**src/design/npcm_pkg.sv**
```systemverilog
`timescale 1ns / 1ps
package npcm_pkg;

  localparam int PALETTE_SIZE = 16;
  localparam int PAL_IDX_W    = $clog2(PALETTE_SIZE);

  localparam int QUEUE_DEPTH = 2;
  localparam int QPTR_W      = $clog2(QUEUE_DEPTH);
  localparam int QCNT_W      = $clog2(QUEUE_DEPTH + 1);

  localparam logic [1:0] MODE_RGB    = 2'd0;
  localparam logic [1:0] MODE_LAB    = 2'd1;
  localparam logic [1:0] MODE_HYAB   = 2'd2;
  localparam logic [1:0] MODE_UNUSED = 2'd3;

  localparam logic KIND_LOAD = 1'b0;
  localparam logic KIND_MAP  = 1'b1;

  localparam int QUO_W  = 20;
  localparam int ACC_W  = 56;
  localparam int DIST_W = 39;

  localparam logic [ACC_W-1:0] DEC_HALF = 56'd5000000000;

  // The decimal scale 1e10 is 2^10 times 5^10. The power of two is a shift;
  // the odd part is divided by a reciprocal multiply on the top 32 bits of
  // the shifted value. The recip is floor(2^54 / 5^10), so the estimate is
  // never high and at most one below the true quotient.
  localparam int          DIV_SHIFT   = 10;
  localparam int          RECIP_SHIFT = 44;
  localparam logic [23:0] DIV_ODD     = 24'd9765625;
  localparam logic [31:0] DIV_RECIP   = 32'd1844674407;

  localparam logic signed [35:0] LMS_COEF [3][3] = '{
    '{36'sd4122214708, 36'sd5363325363, 36'sd514459929},
    '{36'sd2119034982, 36'sd6806995451, 36'sd1073969566},
    '{36'sd883024619,  36'sd2817188376, 36'sd6299787005}
  };

  localparam logic signed [35:0] LAB_COEF [3][3] = '{
    '{36'sd2104542553,  36'sd7936177850,   -36'sd40720468},
    '{36'sd19779984951, -36'sd24285922050, 36'sd4505937099},
    '{36'sd259040371,   36'sd7827717662,   -36'sd8086757660}
  };

  typedef logic [2:0][17:0] lab_t;

  typedef struct packed {
    logic        is_map;
    logic        slot_ok;
    logic [3:0]  slot;
    logic [23:0] rgb;
  } npcm_item_t;

  typedef enum logic [2:0] {
    OK_IDLE,
    OK_MAC,
    OK_DIV_INIT,
    OK_DIV,
    OK_POST,
    OK_CBRT_SQ,
    OK_CBRT_CU,
    OK_DONE
  } ok_state_t;

  typedef enum logic [2:0] {
    BK_IDLE,
    BK_CONV,
    BK_DIST,
    BK_SQRT,
    BK_CMP,
    BK_EMIT
  } bk_state_t;

  typedef logic [255:0][16:0] lin_tab_t;

  function automatic logic [63:0] pow5_q30(input logic [63:0] r);
    logic [63:0] r2;
    logic [63:0] r4;
    r2 = (r * r) >> 30;
    r4 = (r2 * r2) >> 30;
    return (r4 * r) >> 30;
  endfunction

  // sRGB transfer curve to linear Q0.16, evaluated at elaboration only.
  function automatic logic [16:0] lin_value(input int unsigned v);
    logic [63:0] t;
    logic [63:0] s;
    logic [63:0] p;
    logic [63:0] lo;
    logic [63:0] hi;
    logic [63:0] mid;
    if (v <= 10) begin
      return 17'((64'(v) * 64'd6553600 + 64'd164730) / 64'd329460);
    end
    t  = (64'(1000 * v + 14025) << 30) / 64'd269025;
    s  = (t * t) >> 30;
    lo = 64'd0;
    hi = 64'd1 << 30;
    while (lo < hi) begin
      mid = lo + (hi - lo + 64'd1) / 64'd2;
      if (pow5_q30(mid) <= s) lo = mid;
      else hi = mid - 64'd1;
    end
    p = (s * lo) >> 30;
    p = (p + 64'd8192) >> 14;
    if (p > 64'd65536) p = 64'd65536;
    return 17'(p);
  endfunction

  function automatic lin_tab_t build_lin_table();
    lin_tab_t tab;
    for (int v = 0; v < 256; v++) begin
      tab[v] = lin_value(v);
    end
    return tab;
  endfunction

  localparam lin_tab_t LIN_TABLE = build_lin_table();

endpackage

```
**src/design/npcm_front.sv**
```systemverilog
`timescale 1ns / 1ps
module npcm_front import npcm_pkg::*; (
  input  logic        clk,
  input  logic        rst_n,
  input  logic        in_valid,
  output logic        in_ready,
  input  logic        in_kind,
  input  logic [3:0]  in_entry_index,
  input  logic [23:0] in_pixel_color,
  output logic        q_push,
  output npcm_item_t  q_item,
  input  logic        q_full
);

  logic       hold_valid_r;
  logic       hold_valid_nxt;
  npcm_item_t item_r;
  npcm_item_t item_nxt;
  logic       accept;

  assign q_push   = hold_valid_r && !q_full;
  assign in_ready = !hold_valid_r || !q_full;
  assign accept   = in_valid && in_ready;
  assign q_item   = item_r;

  // Tag each item so the back end only needs to look at two flags.
  always_comb begin
    item_nxt = item_r;
    if (accept) begin
      item_nxt.is_map  = (in_kind == KIND_MAP);
      item_nxt.slot_ok = (32'(in_entry_index) < PALETTE_SIZE);
      item_nxt.slot    = in_entry_index;
      item_nxt.rgb     = in_pixel_color;
    end
  end

  always_comb begin
    if (accept) hold_valid_nxt = 1'b1;
    else if (q_push) hold_valid_nxt = 1'b0;
    else hold_valid_nxt = hold_valid_r;
  end

  always_ff @(posedge clk) begin
    if (!rst_n) begin
      hold_valid_r <= 1'b0;
    end else begin
      hold_valid_r <= hold_valid_nxt;
    end
  end

  always_ff @(posedge clk) begin
    item_r <= item_nxt;
  end

endmodule

```
**config.mk**
```make
export PLATFORM = sky130hd
export DESIGN_NAME = npcm_front
export DESIGN_NICKNAME = d
export VERILOG_FILES = /design/src/design/npcm_pkg.sv /design/src/design/npcm_front.sv
export SDC_FILE = /design/constraint.sdc
export NUM_CORES = 1
export LEC_CHECK = 0
export BUFFER_PORTS_ARGS = -buffer_cell sky130_fd_sc_hd__buf_4
export CORE_MARGIN = 5
export CORE_UTILIZATION = 39
export CTS_CLUSTER_DIAMETER = 50
export CTS_CLUSTER_SIZE = 8
export DETAILED_ROUTE_END_ITERATION = 10
export HOLD_SLACK_MARGIN = 0.15
export PLACE_DENSITY = 0.75
export SLEW_MARGIN = 5
export SYNTH_ARGS = -nofsm -noshare
export SYNTH_HDL_FRONTEND = slang
export SYNTH_SLANG_ARGS = --single-unit
```
**constraint.sdc**
```tcl
create_clock -name clk -period 1.8 [get_ports clk]
set_input_delay 0.36 -clock clk [delete_from_list [all_inputs] [get_ports clk]]
set_output_delay 0.36 -clock clk [all_outputs]
set_load 0.02 [all_outputs]
```
* Yosys cells after proc, flatten, opt, wreduce, memory -nomap -nowiden
Index checks and enable logic that the tools add are counted.
** Word-level totals
- Register bits after elaboration :: 30
- Latch bits :: 0
- Bits in writable memories :: 0
- ROM bits :: 0
- Output and inout port bits :: 32
- Logic and storage cells :: 12
- Memories kept :: 0
** Operators by class
- Add/sub/neg operators :: 0
- Multipliers :: 0
- Div/mod/pow operators :: 0
- $lt $le $gt $ge :: 0
- Eq/ne operators :: 0
- Shift operators :: 0
- Multiplexer cells :: 2
- Bitwise logic cells :: 0
- Reduce and logical (&&, ||, !) cells :: 6
** Operator list (count)
- 1-bit logical AND :: 2
- 1-bit logical NOT :: 2
- 1-bit 2-to-1 mux :: 2
- 2-bit nonzero test :: 1
- 1-bit logical OR :: 1

* Depth between registers and ports, before layout
- Depth after elaboration :: 4
- Depth in mapped cells :: 2

* Worst setup path after synthesis
OpenSTA, ideal clock, no wires.
- Kind :: input -> register
- Start :: input port q_full
- End :: register item_r, in the netlist q_item[0], enable pin
- Arrival :: 1307 ps
- Data required time :: 1411 ps
- Path slack :: 104 ps
- Stages on the path :: 2
- Buffers on the path :: 0
- Cells stage by stage :: nand2_1 and2_1
** On the way
- Word-level cells in the longest chain between the ends :: 3
** RTL lines
- from (decl) :: RTL line npcm_front.sv:12 : input logic q_full
- 1-bit logical NOT :: RTL line npcm_front.sv:22 : assign in_ready = !hold_valid_r || !q_full;
- 1-bit logical OR :: RTL line npcm_front.sv:22
- 1-bit logical AND :: RTL line npcm_front.sv:23 : assign accept = in_valid && in_ready;
- via accept :: RTL line npcm_front.sv:19 : logic accept;
- to (signal assigned) :: RTL line npcm_front.sv:52 : item_r <= item_nxt;
- to (decl) :: RTL line npcm_front.sv:17 : npcm_item_t item_r;
The timed path passes the listed nets, and every way through them passes these cells.
A chain may end at the register's enable or synchronous reset.

* Worst setup path in the final report
- Start :: register hold_valid_r
- End :: output port q_push
** On the way
- Word-level cells in the longest chain between the ends :: 1
** RTL lines
- from (decl) :: RTL line npcm_front.sv:15 : logic hold_valid_r;
- from (signal assigned) :: RTL line npcm_front.sv:47 : hold_valid_r <= hold_valid_nxt;
- 1-bit logical AND :: RTL line npcm_front.sv:21 : assign q_push = hold_valid_r && !q_full;
- to (decl) :: RTL line npcm_front.sv:10 : output logic q_push,
No other way between the ends.

==> reports/summary.txt <==
outcome -> finished clean
CP startpoint -> hold_valid_r
Period Utilization, post-route -> 0.737
global-route wire length before repair -> 2680 um
Starting Density -> 0.413
Mapped Cells -> 37
post-synthesis adder-cell area fraction -> 0
Syn Area/Cell -> 25.2 um2
end point of the critical path -> q_push
Final Slew Violations -> 0
Leak -> 0.641 nW
cell count after placement -> 128
CP Max Fanout -> 3
Worst-path clk slew -> 90 ps
Fin Clk Skew -> 6.78 ps
post-route insts no fill -> 136
XOR/XNOR Fraction of Synth Area -> 0
r2r endpoint -> q_item[21]
total CTS buffers -> 5
Syn. warnings -> 0
# DRC -> 0
row count -> 17
syn_nets -> 70
Die Y -> 58.9 um
Total GRT Usage -> 0.115
Root Driver -> clkbuf_4
Synth cell types -> 9
critical path class -> register to output port
Skew-Pair Late Insertion Delay -> 310 ps
DR iter-0 viols -> 40
worst hold path class -> input port to register
total negative slack -> 0 ps
CP endpoint kind -> output port
die area -> 3470 um2
FILL cells -> 169
port bufs -> 63
TritonCTS clock tree -> done
largest net degree at the start of global routing -> 30
Finish-stage setup viols -> 0
Startpoint Class -> register
Core ar. -> 2250 um2
register area share after synthesis -> 0.956
Crit path required time -> 1440 ps
Hold-fix buffers, CTS -> 0
initial antenna violation count -> 0
total of max-cap violations -> 0
R2R depth -> 3
post-layout worst setup margin -> 473 ps
ANT cells -> 0
router iterations before antenna repair -> 2
IO Pins -> 65
H-Tree Depth -> 2
r2r startpoint -> hold_valid_r
final count of hold timing violations -> 0
multiplexer share of the synthesized area -> 0
Synth Area in Compound Gates -> 0.00537
RSZ-0062 raised after global routing -> no
worst-case vdd ir drop -> 622 uV
final global-route overflow total -> 0
nets -> 140
Setup Buffers After CTS -> 0
Detail Route Antenna Nets -> 0
FMAX -> 753 MHz
Synth area leaders -> edfxtp_1, dfxtp_1, and2b_2, buf_4, and2_1
#FFs+latches synth -> 30
buffer depth of the longest clock path -> 2
Post-Route WL -> 1960 um
routability cong. -> 0.694
die width -> 58.9 um
Yosys top cell area share -> 0.934
Via Count -> 580
largest family of logic cells by synthesized area -> simple AND/OR/NAND/NOR gates
WL/cell -> 14.4 um
clock sink count -> 30
dominant cell type by area after synthesis -> edfxtp_1
Area Overhead vs Synth -> 59.7%
Synth Area in Simple Gates -> 0.0268
pre-CTS WS -> 456 ps
critical path arrival -> 970 ps
Post-CTS Resized -> 0
vias in the first global route -> 549
Pwr Density -> 905 nW/um2
crit path time final -> 1330 ps
share of layout cells above drive strength 1 -> 0.648
Post-Syn Area -> 932 um2
Vias/cell -> 4.26
FF-to-FF setup slack -> 630 ps
-- sequential cells by signal, indices dropped and copies added, names as in the netlist --
signal and count:
hold_valid_r 1, q_item 29
-- where the power goes --
part / internal (mW) / total (mW) / switching [mW]
logic: 0.0943 / 0.187 / 0.0930
clock network: 0.139 / 0.336 / 0.197
registers: 0.813 / 0.825 / 0.0113
-- cell type report --
| type | instances | area [um2] | area share |
|---|---|---|---|
| tap | 28 | 35.0 | 0.0235 |
| clock inverter | 3 | 11.3 | 0.00756 |
| timing repair buffer | 64 | 480 | 0.323 |
| clock buffer | 5 | 37.5 | 0.0252 |
| sequential | 30 | 891 | 0.598 |
| multi-input combinational | 6 | 33.8 | 0.0227 |
-- worst min-delay path by stage --
stage                           start            to  cells past startpoint
finish                        in_kind    q_item[29]                      1
global route                  in_kind    q_item[29]                      1
CTS                           in_kind    q_item[29]                      1
detailed placement       hold_valid_r  hold_valid_r                      2
global placement         hold_valid_r  hold_valid_r                      2
floorplan           in_pixel_color[0]     q_item[0]                      0
-- cells in the mapped netlist (all sizes together) --
library cell   n
dfxtp          1
and2           1
nor2b          1
edfxtp        29
buf            1
conb           1
nand2          1
and2b          1
a21oi          1
-- cell families (layout without fill, tap and decap cells) --
family,after synthesis,in the layout
compound gates,1,1
flops,30,30
simple gates,4,4
buf+inv,1,72
other cells,1,1
-- routing by layer --
layer  vias up  part of all wire  track usage
met5         -                 0            0
met4         0            0.0036       0.0485
met3         2              0.17       0.0877
met2        46              0.45        0.174
met1       253              0.38        0.120
li1        279                 -            -
-- layout by cell type (no fill, tap or decap), drive strengths merged --
cell type | netlist | routed
buf | 1 | 64
edfxtp | 29 | 29
clkbuf | 0 | 5
clkinv | 0 | 3
nand2 | 1 | 1
and2 | 1 | 1
and2b | 1 | 1
a21oi | 1 | 1
nor2b | 1 | 1
conb | 1 | 1
dfxtp | 1 | 1
-- through the flow --
step,utilization,cell area [um2],hold WS [ps],power [mW]
final,0.660,1490,212,1.35
after global routing,0.660,1490,175,1.42
after CTS,0.660,1490,207,1.36
after detailed placement,0.639,1440,522,1.03
after global placement,0.639,1440,504,1.03
after floorplan,-,932,459,0.913
-- critical path, cell delays in order (launching register included) --
cell	delay (ps)
dfxtp_1	320
and2b_2	180
buf_4	150
Power figures use the tool's default switching activity.
