===== src/design/npcm_pkg.sv =====
`timescale 1ns / 1ps
package npcm_pkg;

  localparam int PALETTE_SIZE = 16;
  localparam int PAL_IDX_W    = $clog2(PALETTE_SIZE);

  localparam int QUEUE_DEPTH = 2;
  localparam int QPTR_W      = $clog2(QUEUE_DEPTH);
  localparam int QCNT_W      = $clog2(QUEUE_DEPTH + 1);

  localparam logic [1:0] MODE_RGB    = 2'd0;
  localparam logic [1:0] MODE_LAB    = 2'd1;
  localparam logic [1:0] MODE_HYAB   = 2'd2;
  localparam logic [1:0] MODE_UNUSED = 2'd3;

  localparam logic KIND_LOAD = 1'b0;
  localparam logic KIND_MAP  = 1'b1;

  localparam int QUO_W  = 20;
  localparam int ACC_W  = 56;
  localparam int DIST_W = 39;

  localparam logic [ACC_W-1:0] DEC_HALF = 56'd5000000000;

  // The decimal scale 1e10 is 2^10 times 5^10. The power of two is a shift;
  // the odd part is divided by a reciprocal multiply on the top 32 bits of
  // the shifted value. The recip is floor(2^54 / 5^10), so the estimate is
  // never high and at most one below the true quotient.
  localparam int          DIV_SHIFT   = 10;
  localparam int          RECIP_SHIFT = 44;
  localparam logic [23:0] DIV_ODD     = 24'd9765625;
  localparam logic [31:0] DIV_RECIP   = 32'd1844674407;

  localparam logic signed [35:0] LMS_COEF [3][3] = '{
    '{36'sd4122214708, 36'sd5363325363, 36'sd514459929},
    '{36'sd2119034982, 36'sd6806995451, 36'sd1073969566},
    '{36'sd883024619,  36'sd2817188376, 36'sd6299787005}
  };

  localparam logic signed [35:0] LAB_COEF [3][3] = '{
    '{36'sd2104542553,  36'sd7936177850,   -36'sd40720468},
    '{36'sd19779984951, -36'sd24285922050, 36'sd4505937099},
    '{36'sd259040371,   36'sd7827717662,   -36'sd8086757660}
  };

  typedef logic [2:0][17:0] lab_t;

  typedef struct packed {
    logic        is_map;
    logic        slot_ok;
    logic [3:0]  slot;
    logic [23:0] rgb;
  } npcm_item_t;

  typedef enum logic [2:0] {
    OK_IDLE,
    OK_MAC,
    OK_DIV_INIT,
    OK_DIV,
    OK_POST,
    OK_CBRT_SQ,
    OK_CBRT_CU,
    OK_DONE
  } ok_state_t;

  typedef enum logic [2:0] {
    BK_IDLE,
    BK_CONV,
    BK_DIST,
    BK_SQRT,
    BK_CMP,
    BK_EMIT
  } bk_state_t;

  typedef logic [255:0][16:0] lin_tab_t;

  function automatic logic [63:0] pow5_q30(input logic [63:0] r);
    logic [63:0] r2;
    logic [63:0] r4;
    r2 = (r * r) >> 30;
    r4 = (r2 * r2) >> 30;
    return (r4 * r) >> 30;
  endfunction

  // sRGB transfer curve to linear Q0.16, evaluated at elaboration only.
  function automatic logic [16:0] lin_value(input int unsigned v);
    logic [63:0] t;
    logic [63:0] s;
    logic [63:0] p;
    logic [63:0] lo;
    logic [63:0] hi;
    logic [63:0] mid;
    if (v <= 10) begin
      return 17'((64'(v) * 64'd6553600 + 64'd164730) / 64'd329460);
    end
    t  = (64'(1000 * v + 14025) << 30) / 64'd269025;
    s  = (t * t) >> 30;
    lo = 64'd0;
    hi = 64'd1 << 30;
    while (lo < hi) begin
      mid = lo + (hi - lo + 64'd1) / 64'd2;
      if (pow5_q30(mid) <= s) lo = mid;
      else hi = mid - 64'd1;
    end
    p = (s * lo) >> 30;
    p = (p + 64'd8192) >> 14;
    if (p > 64'd65536) p = 64'd65536;
    return 17'(p);
  endfunction

  function automatic lin_tab_t build_lin_table();
    lin_tab_t tab;
    for (int v = 0; v < 256; v++) begin
      tab[v] = lin_value(v);
    end
    return tab;
  endfunction

  localparam lin_tab_t LIN_TABLE = build_lin_table();

endpackage


===== src/design/npcm_fifo.sv =====
`timescale 1ns / 1ps
module npcm_fifo import npcm_pkg::*; (
  input  logic       clk,
  input  logic       rst_n,
  input  logic       push,
  input  npcm_item_t push_item,
  output logic       full,
  input  logic       pop,
  output npcm_item_t pop_item,
  output logic       valid
);

  npcm_item_t        mem_r [QUEUE_DEPTH];
  logic [QPTR_W-1:0] wr_ptr_r;
  logic [QPTR_W-1:0] wr_ptr_nxt;
  logic [QPTR_W-1:0] rd_ptr_r;
  logic [QPTR_W-1:0] rd_ptr_nxt;
  logic [QCNT_W-1:0] cnt_r;
  logic [QCNT_W-1:0] cnt_nxt;
  logic              do_push;
  logic              do_pop;

  assign full     = (cnt_r == QCNT_W'(QUEUE_DEPTH));
  assign valid    = (cnt_r != '0);
  assign pop_item = mem_r[rd_ptr_r];
  assign do_push  = push && !full;
  assign do_pop   = pop && valid;

  always_comb begin
    wr_ptr_nxt = wr_ptr_r;
    rd_ptr_nxt = rd_ptr_r;
    cnt_nxt    = cnt_r;
    if (do_push) begin
      wr_ptr_nxt = (wr_ptr_r == QPTR_W'(QUEUE_DEPTH - 1)) ? '0 : wr_ptr_r + 1'b1;
    end
    if (do_pop) begin
      rd_ptr_nxt = (rd_ptr_r == QPTR_W'(QUEUE_DEPTH - 1)) ? '0 : rd_ptr_r + 1'b1;
    end
    if (do_push && !do_pop) cnt_nxt = cnt_r + 1'b1;
    else if (do_pop && !do_push) cnt_nxt = cnt_r - 1'b1;
  end

  always_ff @(posedge clk) begin
    if (!rst_n) begin
      wr_ptr_r <= '0;
      rd_ptr_r <= '0;
      cnt_r    <= '0;
    end else begin
      wr_ptr_r <= wr_ptr_nxt;
      rd_ptr_r <= rd_ptr_nxt;
      cnt_r    <= cnt_nxt;
    end
  end

  always_ff @(posedge clk) begin
    if (do_push) mem_r[wr_ptr_r] <= push_item;
  end

endmodule


===== config.mk =====
export PLATFORM = sky130hd
export DESIGN_NAME = npcm_fifo
export DESIGN_NICKNAME = d
export VERILOG_FILES = /design/src/design/npcm_pkg.sv /design/src/design/npcm_fifo.sv
export SDC_FILE = /design/constraint.sdc
export NUM_CORES = 1
export LEC_CHECK = 0
export ABC_CLOCK_PERIOD_IN_PS = 3000
export BUFFER_PORTS_ARGS = -buffer_cell sky130_fd_sc_hd__buf_2
export CAP_MARGIN = 20
export CORE_ASPECT_RATIO = 0.9
export CORE_MARGIN = 4
export CORE_UTILIZATION = 49
export CTS_CLUSTER_DIAMETER = 50
export DETAILED_ROUTE_END_ITERATION = 6
export PLACE_DENSITY = 0.78
export SLEW_MARGIN = 30
export SYNTH_ARGS = -nofsm -noshare
export SYNTH_HDL_FRONTEND = slang
export SYNTH_SLANG_ARGS = --single-unit

===== constraint.sdc =====
create_clock -name clk -period 3 [get_ports clk]
set_clock_uncertainty 0.1 [all_clocks]
set_input_delay 0.6 -clock clk [delete_from_list [all_inputs] [get_ports clk]]
set_output_delay 0.6 -clock clk [all_outputs]
set_load 0.02 [all_outputs]

; ---- Yosys cells after proc, flatten, opt, wreduce, memory -nomap -nowiden
; Memory sizes are Yosys's and may differ from the RTL's. A register that Yosys moved wholly into a read port is not among the register bits.
; Cells that the tools add are included.
[op_classes]
n_addsub = 4
eq_ne = 1
mux = 8
reduce_logical = 9
[ops]
columns = operator, n
row1 = 2-to-1 mux 1 bit, 6
row2 = logical AND 1 bit, 4
row3 = 2-to-1 mux 2 bit, 2
row4 = nonzero test 2 bit, 2
row5 = logical NOT 1 bit, 3
row6 = adder 1 bit (second input constant), 2
row7 = adder 2 x 1 -> 2 bit (second input constant), 1
row8 = equality test 2 bit (second input constant), 1
row9 = subtractor 2 x 1 -> 2 bit (second input constant), 1
[totals]
regBits = 4
ramBits = 60
word_cells = 26
mem_count = 1
[mem_list]
columns = memory, words, word_bits, rd, rd_ports_with_merged_regs, wr, line_no
row1 = mem_r, 2, 30, 1, 1, 1, npcm_fifo.sv:13  ; npcm_item_t mem_r [QUEUE_DEPTH];

; ---- Logic depth before layout (Yosys ltp)
[depth]
ltp_word = 7
depth_mapped = 7

; ---- Worst setup path after synthesis
; Ideal clock, no wire load.
[synth_timing]
kind = input to register
start = input push
end = memory mem_r[0][0] (netlist bit) (enable)
arrival_time_ns = 1.899
setup_slack_ns = 0.587
stages = 2
cell_sequence = inv_1 nor3_2
[synth_via]
elab_chain_len = 3
[synth_lines]
columns = element, line_no
row1 = from (decl), npcm_fifo.sv:5  ; input logic push,
row2 = logical AND 1 bit, npcm_fifo.sv:26  ; assign do_push = push && !full;
row3 = 2-to-1 mux 1 bit, npcm_fifo.sv:56  ; if (do_push) mem_r[wr_ptr_r] <= push_item;
row4 = 2-to-1 mux 1 bit (implied by the code), npcm_fifo.sv:56
row5 = to (decl), npcm_fifo.sv:13
; Every way passes these cells.

==> impl_metrics.toml <==
[sta]
rsz0062_at_grt = "no"
fin_tns_setup_ns = 0
slew_headroom_pct = 59.7
finalHoldViolCount = 0
slew_viol_final = 0
finalSetupViolCount = 0
fmax_mhz = 402
worstMarginPinSlew_ns = 0.604
post-route-period-util_pct = 82.8
min_period_ns = 2.48

[final_layout]
drive_gt1_share_pct = 58.5
fin_nets = 230
fin_util_pct = 65.8
antenna_cells = 0
area_growth_pct = 26.0

[clock_tree]
cts_resized = 0
clkSlewWorstSetupHoldPaths_ns = 0.07
cts-root-buf = "clkbuf_8"
numCtsBuffers = 9
tritoncts = "built"
ctsHoldBuffers = 0
htreeDepth = 3
clkLatencyLatePin_ns = 0.33
post_cts.repair.setup_buffers = 0
clock_tree.buffer_depth = 2
clock-sinks = 65

[routing]
num_vias = 1252
drt_iter0_markers = 50
firstDrtPassIters = 3
drcViolationCount = 0
via_per_inst = 4.78
drtAntennaViolNets = 0
drt_wl_total_mm = 4.10
wl_per_cell_um = 15.6

[outcome]
status = "completed"

[worst_hold_path]
worstHoldStart = "push_item[3]"
min_path_cells = 1
holdPathEnd = "mem_r[1][3]$_DFFE_PP_"
hold_path.class = "input pin to flip-flop"

[run]
max_cap_viol_count = 0

[critical_path]
critical_path_depth = 3
worstPathArrival_ns = 1.78
cp.required_ns = 2.30
start_kind = "flip-flop"
r2r_cells = 6
r2r_slack_ns = 1.31
crit_type = "flip-flop to output port"
cp_max_fo = 18
path_buf_inv = 2
worstReg2RegEnd = "cnt_r[1]$_SDFFE_PN0P_"
crit_family = "flip-flops"
cpMaxStageDelayCell = "dfxtp_1"
cp_slowest_stage_delay_ns = 0.71
cp-end-kind = "output port"
cp_cell_sequence = "buf_12 -> mux2_2 -> buf_2"
crit-reg2reg-launch = "cnt_r[0]$_SDFFE_PN0P_"

[pwr]
seqPwrFrac_pct = 46.0
clkPwrFrac_pct = 25.1
p_leak_nw = 1.16
p_int_mw = 1.84
power_mw = 2.63
power_switching_uw = 790
swShare_pct = 30.1
p_comb_share_pct = 29.0
p_per_area_mw_per_mm2 = 873
vdd_drop_max_mv = 0.542

[global_routing]
antenna_found_initial = 0
grt_usage_pct = 14.8
grt.overflow.total = 0
grt_pass1_vias = 1323
grt_pass1_wl_mm = 6.34
grt_max_degree = 31

[logic_synthesis]
syn_nets = 153
yosys_warnings = 0
synthDistinctLibCells = 21
synth_cells = 118
avgSynthCellArea_sq_um = 20.3
ys_ff_latch = 65
syn_area_sq_mm = 0.00239
seq_area_frac_synth_pct = 79.5

[die]
initial_core_util_pct = 52.3
io_pins = 66
die_h_um = 74.3
die_area_sq_mm = 0.00606
coreArea_sq_mm = 0.00458
dieWidth_um = 81.6
rows = 23

[place]
place.gp.congestion = 0.684
port_buffers = 65
hpwl_mm = 2.91
-- per-stage QoR --
| stage | std cells | cell area, sq um | hold slack, ns | setup slack, ns |
|---|---|---|---|---|
| 6_report | 262 | 3010 | 0.359 | 0.515 |
| 4_1_cts | 262 | 3010 | 0.342 | 0.469 |
| 5_1_grt | 262 | 3010 | 0.335 | 0.408 |
| 3_3_place_gp | 246 | 2830 | 0.388 | 0.875 |
| 2_1_floorplan | 118 | 2390 | 0.379 | 0.587 |
| 3_5_place_dp | 246 | 2830 | 0.418 | 0.839 |
-- power groups by stage --
stage | registers (mW) | logic, mW | clock network, mW
after floorplan | 1.19 | 0.544 | 0
after global placement | 1.22 | 0.754 | 0
after detailed placement | 1.23 | 0.774 | 0
after CTS | 1.21 | 0.778 | 0.678
after global routing | 1.22 | 0.821 | 0.716
final | 1.21 | 0.762 | 0.659
-- kinds of logic (layout without fill, tap and decap cells) --
| logic type | after synthesis | count (layout) | synth area share [%] |
|---|---|---|---|
| DFF | 65 | 65 | 79.5 |
| muxes | 30 | 30 | 14.1 |
| and+or+nand+nor | 9 | 9 | 2.41 |
| AOI/OAI and AO/OA | 5 | 5 | 1.36 |
| buffers and inverters | 5 | 87 | 0.941 |
| xor gates and xnor gates | 3 | 3 | 1.10 |
| adders and majority gates | 1 | 1 | 0.523 |
-- cell usage in the layout, fill, tap and decap left out, types with 2 or more instances in the layout --
| cell | instances |
|---|---|
| dfxtp_1 | 5 |
| buf_4 | 3 |
| buf_2 | 65 |
| edfxtp_1 | 60 |
| clkinv_2 | 3 |
| xnor2_1 | 2 |
| clkbuf_8 | 12 |
| mux2_2 | 30 |
| and2_1 | 3 |
-- flip-flops by register name (all words and copies together), names as in the netlist, named ones only --
register	cells
rd_ptr_r	1
cnt_r	2
mem_r	60
wr_ptr_r	1
-- per-layer routing --
layer  share of wire [%]  GRT usage [%]  up-vias
met4                 1.5           6.64        0
met5                   0              0        -
met2                  53           26.3       41
li1                    -              -      614
met3                 7.0           5.81        6
met1                  39           15.6      591
-- worst max path at each step --
| stage | endpoint | slack [ns] | start |
|---|---|---|---|
| finish | pop_item[11] | 0.52 | flip-flop |
| global route | pop_item[11] | 0.41 | flip-flop |
| CTS | pop_item[11] | 0.47 | flip-flop |
| detailed placement | pop_item[11] | 0.84 | flip-flop |
| global placement | pop_item[10] | 0.87 | flip-flop |
| floorplan | mem_r[0][0]$_DFFE_PP_ | 0.59 | push |
-- cell type report --
| type | instances | area, sq um |
|---|---|---|
| Multi-Input combinational cell | 48 | 473 |
| Sequential cell | 65 | 1900 |
| Clock buffer | 13 | 169 |
| Fill cell | 327 | 1560 |
| Clock inverter | 3 | 15.0 |
| Tap cell | 62 | 77.6 |
| Timing Repair Buffer | 69 | 368 |
| Inverter | 2 | 7.51 |
-- cells in the mapped netlist --
cell       n  area (sq um)
edfxtp_1  60          1800
mux2_2    30           338
dfxtp_1    5           100
and2_1     3          18.8
buf_2      3          15.0
xnor2_1    2          17.5
a21boi_0   1          7.51
a21boi_1   1          7.51
and3_1     1          6.26
ha_1       1          12.5
inv_1      1          3.75
inv_2      1          3.75
nand2b_1   1          6.26
nor2_1     1          3.75
nor3_2     1          10.0
o21a_1     1          7.51
o21ai_0    1          5.00
o21ai_1    1          5.00
or2_2      1          6.26
or3_1      1          6.26
xor2_1     1          8.76
Power figures use the tool's default switching activity.
